## src/hdl/sitda_pkg.sv

```systemverilog
// Shared widths, state type, character and digit constants for the signed integer to decimal text converter.
package sitda_pkg;

  localparam int CODE_BITS  = 6;
  localparam int DIGIT_BITS = 4;

  localparam logic [CODE_BITS-1:0] CHAR_ZERO  = 6'd48;
  localparam logic [CODE_BITS-1:0] CHAR_MINUS = 6'd45;

  localparam logic [DIGIT_BITS-1:0] RADIX      = 4'd10;
  localparam logic [DIGIT_BITS-1:0] DIGIT_FIX  = 4'd3;
  localparam logic [DIGIT_BITS-1:0] DIGIT_HALF = 4'd5;

  typedef enum logic [3:0] {
    S_IDLE = 4'b0001,
    S_CONV = 4'b0010,
    S_SKIP = 4'b0100,
    S_EMIT = 4'b1000
  } state_t;

endpackage

```

## src/hdl/signed_int_to_decimal_ascii.sv

```systemverilog
// Signed integer to decimal ASCII character stream, bit-serial double dabble.
//
// Input channel: value with in_valid / in_ready. One signed integer per transfer.
// Output channel: ascii_code and last_char with out_valid / out_ready, one character
// per transfer, most significant first, minus sign first for negative values, no
// leading zeros, last_char set on the final character.
// Operation: load the value, then VALUE_BITS steps of shift-and-correct conversion
// (one magnitude bit per cycle through the BCD shift register), then the leading
// zeros are shifted out one by one and the zero skip is left, then one character per
// cycle while out_ready is high.
// The conversion shift takes up most of an item's time.
// in_ready is high only between items; the next value is taken while the final
// character still waits in the output register.
// A stalled receiver holds the output register and stalls the characters after it.
// Reset empties the output register and returns the block to waiting for input.
module signed_int_to_decimal_ascii #(
  parameter int VALUE_BITS = 32
) (
  input  logic                            clk,
  input  logic                            rst,
  input  logic [VALUE_BITS-1:0]           value,
  input  logic                            in_valid,
  output logic                            in_ready,
  output logic [sitda_pkg::CODE_BITS-1:0] ascii_code,
  output logic                            last_char,
  output logic                            out_valid,
  input  logic                            out_ready
);
  import sitda_pkg::*;

  localparam int NDIG = (VALUE_BITS * 1233) / 4096 + 1;
  localparam int BCDW = NDIG * DIGIT_BITS;
  localparam int BCW  = $clog2(VALUE_BITS);
  localparam int DCW  = $clog2(NDIG + 1);

  state_t                  state;
  logic [VALUE_BITS-1:0]   mag;
  logic [BCDW-1:0]         bcd;
  logic [BCDW-1:0]         bcd_fix;
  logic [BCW-1:0]          bitcnt;
  logic [DCW-1:0]          digcnt;
  logic                    neg;
  logic [DIGIT_BITS-1:0]   top_digit;
  logic                    out_load;
  logic                    emit;
  logic [VALUE_BITS-1:0]   mag_next;

  assign in_ready  = (state == S_IDLE);
  assign top_digit = bcd[BCDW-1 -: DIGIT_BITS];
  assign out_load  = !out_valid || out_ready;
  assign emit      = (state == S_EMIT) && out_load;
  assign mag_next  = value[VALUE_BITS-1] ? (~value + 1'b1) : value;

  always_comb begin
    for (int i = 0; i < NDIG; i++) begin
      if (bcd[i*DIGIT_BITS +: DIGIT_BITS] >= DIGIT_HALF) begin
        bcd_fix[i*DIGIT_BITS +: DIGIT_BITS] = bcd[i*DIGIT_BITS +: DIGIT_BITS] + DIGIT_FIX;
      end else begin
        bcd_fix[i*DIGIT_BITS +: DIGIT_BITS] = bcd[i*DIGIT_BITS +: DIGIT_BITS];
      end
    end
  end

  always_ff @(posedge clk) begin
    if (rst) begin
      state     <= S_IDLE;
      out_valid <= 1'b0;
    end else begin
      if (emit) begin
        out_valid <= 1'b1;
      end else if (out_ready) begin
        out_valid <= 1'b0;
      end
      case (state)
        S_IDLE: begin
          if (in_valid) begin
            mag    <= mag_next;
            neg    <= value[VALUE_BITS-1];
            bcd    <= '0;
            bitcnt <= BCW'(VALUE_BITS - 1);
            state  <= S_CONV;
          end
        end
        S_CONV: begin
          bcd <= {bcd_fix[BCDW-2:0], mag[VALUE_BITS-1]};
          mag <= {mag[VALUE_BITS-2:0], 1'b0};
          if (bitcnt == '0) begin
            digcnt <= DCW'(NDIG);
            state  <= S_SKIP;
          end else begin
            bitcnt <= bitcnt - 1'b1;
          end
        end
        S_SKIP: begin
          if (top_digit == '0 && digcnt != DCW'(1)) begin
            bcd    <= {bcd[BCDW-DIGIT_BITS-1:0], {DIGIT_BITS{1'b0}}};
            digcnt <= digcnt - 1'b1;
          end else begin
            state <= S_EMIT;
          end
        end
        S_EMIT: begin
          if (out_load) begin
            if (neg) begin
              ascii_code <= CHAR_MINUS;
              last_char  <= 1'b0;
              neg        <= 1'b0;
            end else begin
              ascii_code <= CHAR_ZERO + CODE_BITS'(top_digit);
              last_char  <= (digcnt == DCW'(1));
              bcd        <= {bcd[BCDW-DIGIT_BITS-1:0], {DIGIT_BITS{1'b0}}};
              digcnt     <= digcnt - 1'b1;
              if (digcnt == DCW'(1)) begin
                state <= S_IDLE;
              end
            end
          end
        end
        default: begin
          state <= S_IDLE;
        end
      endcase
    end
  end

  a_code_range: assert property (@(posedge clk) disable iff (rst)
    out_valid |-> (ascii_code == CHAR_MINUS) ||
                  (ascii_code >= CHAR_ZERO && ascii_code < CHAR_ZERO + CODE_BITS'(RADIX)))
    else $error("character code out of range");

  a_minus_not_last: assert property (@(posedge clk) disable iff (rst)
    (out_valid && ascii_code == CHAR_MINUS) |-> !last_char)
    else $error("minus sign flagged as last character");

  a_digits_left: assert property (@(posedge clk) disable iff (rst)
    (state == S_EMIT || state == S_SKIP) |-> digcnt != '0)
    else $error("digit count ran out before the end of the text");

  a_start_conv: assert property (@(posedge clk) disable iff (rst)
    (in_valid && in_ready) |=> state == S_CONV)
    else $error("accepted value did not start conversion");

endmodule

```

## config.mk

```make
export PLATFORM = sky130hd
export DESIGN_NAME = signed_int_to_decimal_ascii
export DESIGN_NICKNAME = d
export VERILOG_FILES = /design/src/hdl/sitda_pkg.sv /design/src/hdl/signed_int_to_decimal_ascii.sv
export SDC_FILE = /design/constraint.sdc
export NUM_CORES = 1
export LEC_CHECK = 0
export BUFFER_PORTS_ARGS = -buffer_cell sky130_fd_sc_hd__buf_2
export CAP_MARGIN = 25
export CORE_UTILIZATION = 45
export DETAILED_ROUTE_END_ITERATION = 6
export GPL_TIMING_DRIVEN = 0
export MAX_ROUTING_LAYER = met4
export PLACE_DENSITY = 0.62
export REMOVE_ABC_BUFFERS = 1
export SLEW_MARGIN = 25
export SYNTH_ARGS = -nofsm -noshare
export SYNTH_HDL_FRONTEND = slang
export SYNTH_SLANG_ARGS = --single-unit
export TNS_END_PERCENT = 100
```

## constraint.sdc

```tcl
create_clock -name clk -period 5.29 [get_ports clk]
set_input_delay 0 -clock clk [delete_from_list [all_inputs] [get_ports clk]]
set_output_delay 0 -clock clk [all_outputs]
set_load 0.005 [all_outputs]
```

==> impl_metrics.csv, run 1 <==
group,metric,value,unit
outcome,status,"complete, no violations",
power_and_ir_drop,cellLeakagePower,2.26,nW
sta,rsz0062_at_grt,"no",
sta,fmax,379,MHz
critical_path,crit_path_end_kind,"register",
floorplan,ios,45,
sta,period_minus_slack,2.64,ns
drt,wirelength,11.0,mm
synth,ys_seq_area_share,49.4,%
place,place_congestion,0.779,
floorplan,die-height,113,um
power_and_ir_drop,max-vdd-ir-drop,0.188,mV
global_route,grt_pass1_wl,18.4,mm
synth,syn-cell-area,5550,um^2
drt,routedWlPerCell,15.0,um
synth,synth.avg_cell_area,10.3,um^2
power_and_ir_drop,power_density,296,nW/um^2
place,place_area,5980,um^2
global_route,grt_max_degree,50,
critical_path,critPathKind,"register to register",
place,pre_cts_slack,2.62,ns
critical_path,reg2reg_to,"bcd[17]$_DFFE_PP_",
critical_path,critical_path_arrival,2.69,ns
drt,antenna_left,0,
clocking,cts.sinks,93,
global_route,grt_pass1_vias,4002,
critical_path,reg2reg_depth,7,
floorplan,core,12000,um^2
sta,relSlewSlack,43.3,%
cells_and_area,drive_gt1_share,15.2,%
drt,drc,0,
drt,vias_per_cell,5.62,
clocking,cts_tree,"yes",
synth,synth-async-reset-ratio,0,%
global_route,grt_util_all_layers,18.6,%
sta,finalSetupTns,0,ns
drt,route.vias.total,4123,
place,io_buffers,43,
hold_path,whs_path_depth,3,
floorplan,fp-row-count,40,
synth,synth_ff_type,"edfxtp_1",
global_route,antenna_found_initial,0,
sta,report.final.slew_viol_count,0,
critical_path,crit_fanout,10,
cells_and_area,final_cells,734,
clocking,clk_pin_slew,0.06,ns
synth,synth-seq-cells,93,
synth,yosys.cell_types.count,50,
critical_path,worstPathRequired,5.34,ns
drt,drt_iter0_drc,257,
run,drv_cap,0,
hold_path,min_from,"value[0]",
critical_path,rrSetupSlack,2.65,ns
sta,setup_viol,0,
global_route,overflow,0,
synth,syn_inst,537,
clocking,cts_root_buf,"clkbuf_16",
clocking,clk_latency,0.35,ns
synth,synth_edf_count,88,
sta,tightest_slew,0.839,ns
floorplan,start_util,46.2,%
critical_path,r2r_start,"state[0]$_SDFFE_PP1P_",
cells_and_area,antennaDiodeCount,0,
clocking,postCtsSetupBuffers,0,
clocking,cts.hold.buffers_added,2,
critical_path,worst_setup_path_start_kind,"register",
cells_and_area,stdcell_area,6270,um^2
sta,hold_viol,0,
hold_path,hold_path_class,"input port to register",
place,placed_cells,716,
sta,clock_skew,0.00640,ns
place,dp_hpwl,7.76,mm
floorplan,die_x,113,um
clocking,ctsResizeCount,0,
sta,post-route-period-util,49.9,%
drt,dr.pass1.iters,5,
clocking,cts_made_buffers,9,
sta,setup_ws,2.65,ns
hold_path,min_to,"mag[0]$_SDFFCE_PP0P_",
cells_and_area,syn2layout_area_growth,12.9,%
floorplan,die-area,12800,um^2
clocking,htreeDepth,3,
clocking,cts.path.max_buffers,2,
cells_and_area,nNetsFinal,644,
synth,ys_warn_count,0,
[cell usage in the layout, fill, tap and decap left out, drive strengths merged, types with 13 or more instances in the layout]
cell	count
a21oi	32
o21ai	68
nand2	57
nor2	27
xnor2	15
ha	26
inv	28
clkbuf	14
edfxtp	88
buf	58
nor3b	13
xor2	33
nand2b	17
o31ai	13
[area by class of cell]
cell class,count,area [um^2]
multi-input combinational,390,2620
timing repair buffer,60,353
clock inverter,2,10.0
inverter,28,105
clock buffer,14,254
fill,1114,5740
tap,147,184
sequential,93,2740
[power breakdown]
group	internal, W	switching (W)	total (W)
sequential	0.000893	0.0000464	0.000939
combinational	0.000131	0.000190	0.000322
clock	0.000331	0.000265	0.000596
[cells in the mapped netlist (all sizes together), types with 3 or more instances]
master,count,share of area [%]
nand2b,17,1.9
nor3,6,0.54
o31ai,13,1.8
o32ai,6,0.95
ha,26,5.9
nor2,27,1.8
or2,5,0.56
nor4b,3,0.47
a22o,9,1.4
clkbuf,20,1.4
o21ai,68,6.1
a21oi,32,2.9
and2,3,0.34
a22oi,3,0.41
xnor2,15,2.4
edfxtp,88,48
xor2,33,5.2
inv,28,1.9
nor2b,5,0.56
or3,4,0.45
o41ai,8,2.3
nand4b,5,0.79
buf,6,0.63
or4,4,0.68
o22ai,9,1.0
nor3b,13,1.8
dfxtp,5,1.8
nand2,57,3.9
[state kept, by name (all words and copies together) (netlist names)]
name and flops:
ascii_code 5, digcnt 4, last_char 1, state 4
mag 32, neg 1, bitcnt 5, bcd 40
out_valid 1
[kinds of logic after synthesis]
family	synth area share (%)
buffers and inverters	3.88
xor gates and xnor gates	7.57
AOI/OAI and AO/OA	17.8
and+or+nand+nor	15.2
muxes	0.180
DFF	49.4
adders and majority gates	5.86
other	0.0675
[through the flow]
stage / total power, W / utilization, % / hold WS [ns]
after floorplan: 0.00116 / - / 0.0691
after CTS: 0.00188 / 52.2 / 0.00557
after detailed placement: 0.00127 / 49.8 / 0.276
after global placement: 0.00125 / 48.6 / 0.244
final: 0.00186 / 52.2 / 0.0166
after global routing: 0.00194 / 52.2 / 0.0451
[critical path, stage by stage (launching register included)]
cell	delay [ns]
dfxtp_1	0.38
nor4b_2	0.67
buf_4	0.28
nor2_1	0.06
nor3_2	0.36
buf_4	0.24
buf_4	0.15
buf_4	0.19
[how the worst max path moves through the flow]
| stage | cells past startpoint | from | to | slack, ns |
|---|---|---|---|---|
| finish | 7 | state[0]$_SDFFE_PP1P_ | bcd[17]$_DFFE_PP_ | 2.65 |
| global route | 7 | state[0]$_SDFFE_PP1P_ | bcd[14]$_DFFE_PP_ | 2.36 |
| CTS | 7 | state[0]$_SDFFE_PP1P_ | bcd[17]$_DFFE_PP_ | 2.60 |
| detailed placement | 7 | state[0]$_SDFFE_PP1P_ | bcd[16]$_DFFE_PP_ | 2.62 |
| global placement | 3 | state[1]$_SDFFE_PP0P_ | bcd[17]$_DFFE_PP_ | -8.03 |
| floorplan | 3 | state[1]$_SDFFE_PP0P_ | bcd[0]$_DFFE_PP_ | -3.48 |
[layer usage]
metal,vias up,GRT usage (%),part of all wire (%),routed length (um)
met2,77,29.4,47,5190
met3,8,4.55,3.4,371
li1,2051,-,-,-
met5,-,-,0,0
met4,0,6.05,0.90,99
met1,1987,23.4,49,5330
Note: power is estimated with default switching activity, not from simulation.
==> run 2, diff against run 1 <==
==> constraint.sdc (replaced) <==
create_clock -name clk -period 2.7 [get_ports clk]
set_input_delay 0 -clock clk [delete_from_list [all_inputs] [get_ports clk]]
set_output_delay 0 -clock clk [all_outputs]
set_load 0.005 [all_outputs]
==> run 2 against run 1 <==
Against the previous run:
- cell area increased by 0.34%
- sequential power up 96%
- clock power up 96%
- die area unchanged
- clock skew up 0.00080 ns
- first-iteration DRC count rose by 0.78%
- critical endpoint is now bcd[20]$_DFFE_PP_
- largest power group unchanged
- largest cell class unchanged
- worst hold slack worse by 0.00068 ns
- via count rose by 0.51%
- routed wire length increased by 0.80%
==> impl_metrics.csv, run 2 (synthesis results as in run 1) <==
group,metric,value,unit
critical_path,critPathKind,"register to register",
sta,tightest_slew,0.826,ns
drt,wirelength,11.1,mm
cells_and_area,stdcell_area,6290,um^2
sta,setup_viol,0,
clocking,cts_tree,"yes",
sta,fmax,404,MHz
floorplan,start_util,46.2,%
cells_and_area,antennaDiodeCount,0,
global_route,grt_util_all_layers,18.6,%
drt,dr.pass1.iters,6,
clocking,cts.sinks,93,
critical_path,crit_fanout,10,
clocking,postCtsSetupBuffers,0,
drt,topRoutingLayerUsed,"met4",
global_route,grt_pass1_wl,18.4,mm
power_and_ir_drop,max-vdd-ir-drop,0.369,mV
sta,post-route-period-util,91.6,%
place,place_congestion,0.779,
clocking,clk_pin_slew,0.07,ns
power_and_ir_drop,power_density,580,nW/um^2
place,pre_cts_slack,0.0251,ns
place,place_area,5980,um^2
global_route,grt_max_degree,50,
global_route,grt_pass1_vias,4002,
drt,wl_met1,5.38,mm
drt,route.vias.total,4144,
critical_path,worstPathRequired,2.75,ns
sta,clock_skew,0.00720,ns
floorplan,die_x,113,um
cells_and_area,fillers,1107,
outcome,status,"complete, no violations",
cells_and_area,nNetsFinal,644,
sta,setup_ws,0.226,ns
drt,routedWlPerCell,15.1,um
sta,rsz0062_at_grt,"no",
cells_and_area,largest_registers,"bcd x40, mag x32",
drt,drt_iter0_drc,259,
drt,antenna_left,0,
run,drv_cap,0,
floorplan,ios,45,
drt,met2_length,5.20,mm
sta,report.final.slew_viol_count,0,
clocking,cts_made_buffers,9,
sta,period_minus_slack,2.47,ns
floorplan,die-area,12800,um^2
clocking,htreeDepth,3,
cells_and_area,top_register,"bcd",
critical_path,crit_path_end_kind,"register",
clocking,cts_root_buf,"clkbuf_16",
place,io_buffers,43,
cells_and_area,final_cell_mix,"edfxtp_1, o21ai_0, nand2_1",
power_and_ir_drop,cellLeakagePower,2.26,nW
cells_and_area,register_area,2740,um^2
sta,hold_viol,0,
clocking,cts.path.max_buffers,2,
floorplan,fp-row-count,40,
cells_and_area,largest_register_ffs,40,
sta,relSlewSlack,44.9,%
drt,vias_per_cell,5.65,
global_route,overflow,0,
floorplan,die-height,113,um
drt,route.met3.wl,409,um
cells_and_area,multi_input_area,2640,um^2
hold_path,hold_path_class,"input port to register",
drt,drc,0,
floorplan,core,12000,um^2
critical_path,worst_setup_path_start_kind,"register",
place,dp_hpwl,7.76,mm
critical_path,critical_path_arrival,2.53,ns
global_route,antenna_found_initial,0,
cells_and_area,final_common_cell,"edfxtp_1",
cells_and_area,drive_gt1_share,15.5,%
clocking,clk_latency,0.35,ns
cells_and_area,syn2layout_area_growth,13.3,%
## run 2: cell counts in the layout (fill, tap and decap cells not counted)
No cell type changed its count.
## run 2: metal layers
metal | vias to the layer above | global-route usage (%)
met4 | 0 | 6.05
met3 | 8 | 4.55
met5 | - | -
met1 | 1997 | 23.4
met2 | 83 | 29.4
li1 | 2056 | -
## run 2: layout make-up
| type | instances | share of cell area [%] |
|---|---|---|
| flip-flops and latches | 93 | 43.6 |
| multi-input cells | 390 | 42.0 |
| repair buffers | 60 | 5.61 |
| clock buffers | 14 | 4.04 |
| well taps | 147 | 2.92 |
| inverters | 28 | 1.67 |
| clock inverters | 2 | 0.159 |
## run 2: final timing paths
kind / from / to / slack, ns / depth (start not counted)
setup / recovery: state[3]$_SDFFE_PP0P_ / bcd[20]$_DFFE_PP_ / 0.23 / 7
hold / removal: value[0] / mag[0]$_SDFFCE_PP0P_ / 0.02 / 3
setup reg to reg: state[3]$_SDFFE_PP0P_ / bcd[20]$_DFFE_PP_ / 0.23 / 7
hold reg to reg: mag[31]$_DFFE_PP_ / bcd[0]$_DFFE_PP_ / 0.53 / 1
## run 2: stage by stage
step	instances	util (%)	hold slack [ns]	TNS [ns]	power (W)
2_1_floorplan	511	-	0.0691	-568.03	0.00228
3_3_place_gp	701	48.6	0.244	-1052.49	0.00244
3_5_place_dp	716	49.8	0.276	0	0.00250
4_1_cts	734	52.2	0.00557	0	0.00368
5_1_grt	734	52.4	0.0451	0	0.00381
6_report	734	52.4	0.0159	0	0.00365
## run 2: power by group
part | switching [W] | internal (W) | total, W
registers | 0.0000936 | 0.00175 | 0.00184
clock network | 0.000523 | 0.000648 | 0.00117
logic | 0.000375 | 0.000259 | 0.000634
## run 2: what timing repair did
item | in CTS | in global routing
gates resized for setup | 0 | 3
hold endpoints to repair | 2 | 0
hold buffers | 2 | 0
setup endpoints to repair | 0 | 34
## run 2: critical path, cell delays in order, from the launching register on
cell,delay [ns]
dfxtp_1,0.41
nor4b_4,0.51
buf_4,0.25
nor2_1,0.06
nor3_2,0.36
buf_4,0.24
buf_4,0.15
buf_4,0.19
==> run 3, diff against run 2 <==
--- a/config.mk
+++ b/config.mk
@@ -12,7 +12,6 @@
 export GPL_TIMING_DRIVEN = 0
 export MAX_ROUTING_LAYER = met4
 export PLACE_DENSITY = 0.62
-export REMOVE_ABC_BUFFERS = 1
 export SLEW_MARGIN = 25
 export SYNTH_ARGS = -nofsm -noshare
 export SYNTH_HDL_FRONTEND = slang
==> run 3 against run 2 <==
Against the previous run:
- maximum frequency shrank 2.2%
- via count up 1.8%
- routed wire length rose by 9.1%
- setup slack worse by 0.057 ns
- critical path depth stayed put
- count of clock-buffer cells in the layout shrank 4
- worst hold slack got worse by 0.0079 ns
- final cell count grew 2.0%
- flip-flop and latch count unchanged
- die area unchanged
- critical endpoint is now bcd[3]$_DFFE_PP_
- largest power group unchanged
==> impl_metrics.csv, run 3 (synthesis results as in run 1) <==
group,metric,value,unit
outcome,status,"complete, no violations",
place,dp_hpwl,8.63,mm
critical_path,worstPathRequired,2.76,ns
global_route,grt_max_degree,23,
critical_path,critPathKind,"register to register",
critical_path,crit_fanout,15,
clocking,cts_tree,"yes",
critical_path,crit_buf_inv,4,
cells_and_area,register_area,2740,um^2
sta,fmax,395,MHz
critical_path,path_delay_family,"buffers and inverters",
critical_path,rrSetupSlack,0.17,ns
power_and_ir_drop,p_sw,0.00104,W
power_and_ir_drop,power_density,591,nW/um^2
drt,antenna_left,0,
drt,vias_per_cell,5.63,
clocking,cts.sinks,93,
cells_and_area,top_register,"bcd",
critical_path,crit_path_end_kind,"register",
clocking,cts_root_buf,"clkbuf_16",
clocking,cts_made_buffers,9,
clocking,clk_pin_slew,0.07,ns
cells_and_area,antennaDiodeCount,0,
sta,clock_skew,0.00526,ns
sta,hold_viol,0,
power_and_ir_drop,power,0.00377,W
power_and_ir_drop,max-vdd-ir-drop,0.255,mV
critical_path,path_depth,7,
floorplan,die-height,113,um
drt,wirelength,12.1,mm
global_route,grt_pass1_vias,4030,
sta,post-route-period-util,93.7,%
place,place_congestion,0.814,
global_route,overflow,0,
floorplan,fp-row-count,40,
sta,setup_viol,0,
critical_path,crit_slowest_cell,"nor4b_4",
synth,synthesis.nets,599,
drt,routedWlPerCell,16.1,um
cells_and_area,final_common_cell,"edfxtp_1",
hold_path,whs_path_depth,3,
sta,setup_ws,0.169,ns
floorplan,start_util,46.2,%
floorplan,die-area,12800,um^2
cells_and_area,drive_gt1_share,14.6,%
hold_path,hold_path_class,"input port to register",
cells_and_area,fillers,1065,
cells_and_area,largest_register_ffs,40,
sta,rsz0062_at_grt,"no",
power_and_ir_drop,cellLeakagePower,2.26,nW
drt,drc,0,
power_and_ir_drop,power_frac_comb,17.4,%
critical_path,worst_setup_path_start_kind,"register",
global_route,grt_pass1_wl,19.6,mm
critical_path,path_cells,"clkbuf_1, nor4b_4, clkbuf_2, nor2_1, nor3_4, buf_6, buf_8",
critical_path,critical_path_arrival,2.59,ns
floorplan,ios,45,
floorplan,core,12000,um^2
clocking,htreeDepth,3,
global_route,grt_util_all_layers,20.4,%
cells_and_area,largest_registers,"bcd x40, mag x32",
sta,tightest_slew,0.698,ns
cells_and_area,nNetsFinal,659,
place,io_buffers,43,
place,pre_cts_slack,-0.456,ns
cells_and_area,multi_input_area,2640,um^2
power_and_ir_drop,switching_share,27.7,%
cells_and_area,utilization,53.1,%
cells_and_area,final_cell_mix,"edfxtp_1, o21ai_0, nand2_1",
drt,dr.pass1.iters,5,
run,drv_cap,0,
clocking,clk_latency,0.35,ns
drt,route.vias.total,4220,
sta,report.final.slew_viol_count,0,
drt,drt_iter0_drc,232,
floorplan,die_x,113,um
critical_path,slowest_delay,0.57,ns
critical_path,reg2reg_depth,7,
power_and_ir_drop,pwr-share-clk,34.0,%
power_and_ir_drop,seq_power_share,48.7,%
cells_and_area,syn2layout_area_growth,14.8,%
sta,relSlewSlack,53.4,%
sta,period_minus_slack,2.53,ns
global_route,antenna_found_initial,0,
clocking,cts.path.max_buffers,2,
power_and_ir_drop,p_int,0.00272,W
run 3: what timing repair did:
action,4_1_cts,5_1_grt
setup buffers,1,0
endpoints found under the hold margin,2,0
setup endpoints to repair,41,49
pin swaps,1,0
resized for setup,2,4
hold buffers,2,0
run 3: final cells by class:
class,count,area share [%]
clock inverters,6,1.00
flip-flops and latches,93,43.0
multi-input cells,390,41.5
repair buffers,49,4.65
inverters,28,1.65
well taps,147,2.88
clock buffers,10,3.59
plain buffers,26,1.77
run 3: layer usage:
layer  vias up  wire length, um  part of all wire [%]  track usage [%]
met1      2021             5700                    47             26.2
met2        93             5680                    47             31.8
met4         0              280                   2.3             10.1
met3        27              431                   3.6             3.11
li1       2079                -                     -                -
met5         -                0                     0                -
run 3: worst paths after layout:
check | startpoint | end
hold / removal | value[0] | mag[0]$_SDFFCE_PP0P_
hold reg to reg | mag[25]$_DFFE_PP_ | mag[26]$_DFFE_PP_
setup reg to reg | state[0]$_SDFFE_PP1P_ | bcd[3]$_DFFE_PP_
setup / recovery | state[0]$_SDFFE_PP1P_ | bcd[3]$_DFFE_PP_
run 3: worst reg2reg max path, cell delays in order (launching register included):
cell	delay, ns
dfxtp_1	0.30
clkbuf_1	0.21
nor4b_4	0.58
clkbuf_2	0.39
nor2_1	0.13
nor3_4	0.22
buf_6	0.22
buf_8	0.18
run 3: per-stage QoR:
step / TNS [ns] / cells / hold slack, ns / area (um^2)
finish: 0 / 749 / 0.00808 / 6380
global route: 0 / 749 / 0.0553 / 6380
CTS: 0 / 749 / 0.00449 / 6370
detailed placement: -10.55 / 730 / 0.282 / 6040
global placement: -55.06 / 727 / 0.261 / 5980
floorplan: 0 / 537 / 0.0691 / 5580
run 3: power by group through the flow:
stage / Clock (W) / Sequential (W) / Combinational (W)
after floorplan: 0 / 0.00184 / 0.000448
after global placement: 0 / 0.00186 / 0.000600
after detailed placement: 0 / 0.00186 / 0.000648
after CTS: 0.00130 / 0.00183 / 0.000659
after global routing: 0.00134 / 0.00185 / 0.000739
final: 0.00128 / 0.00183 / 0.000656
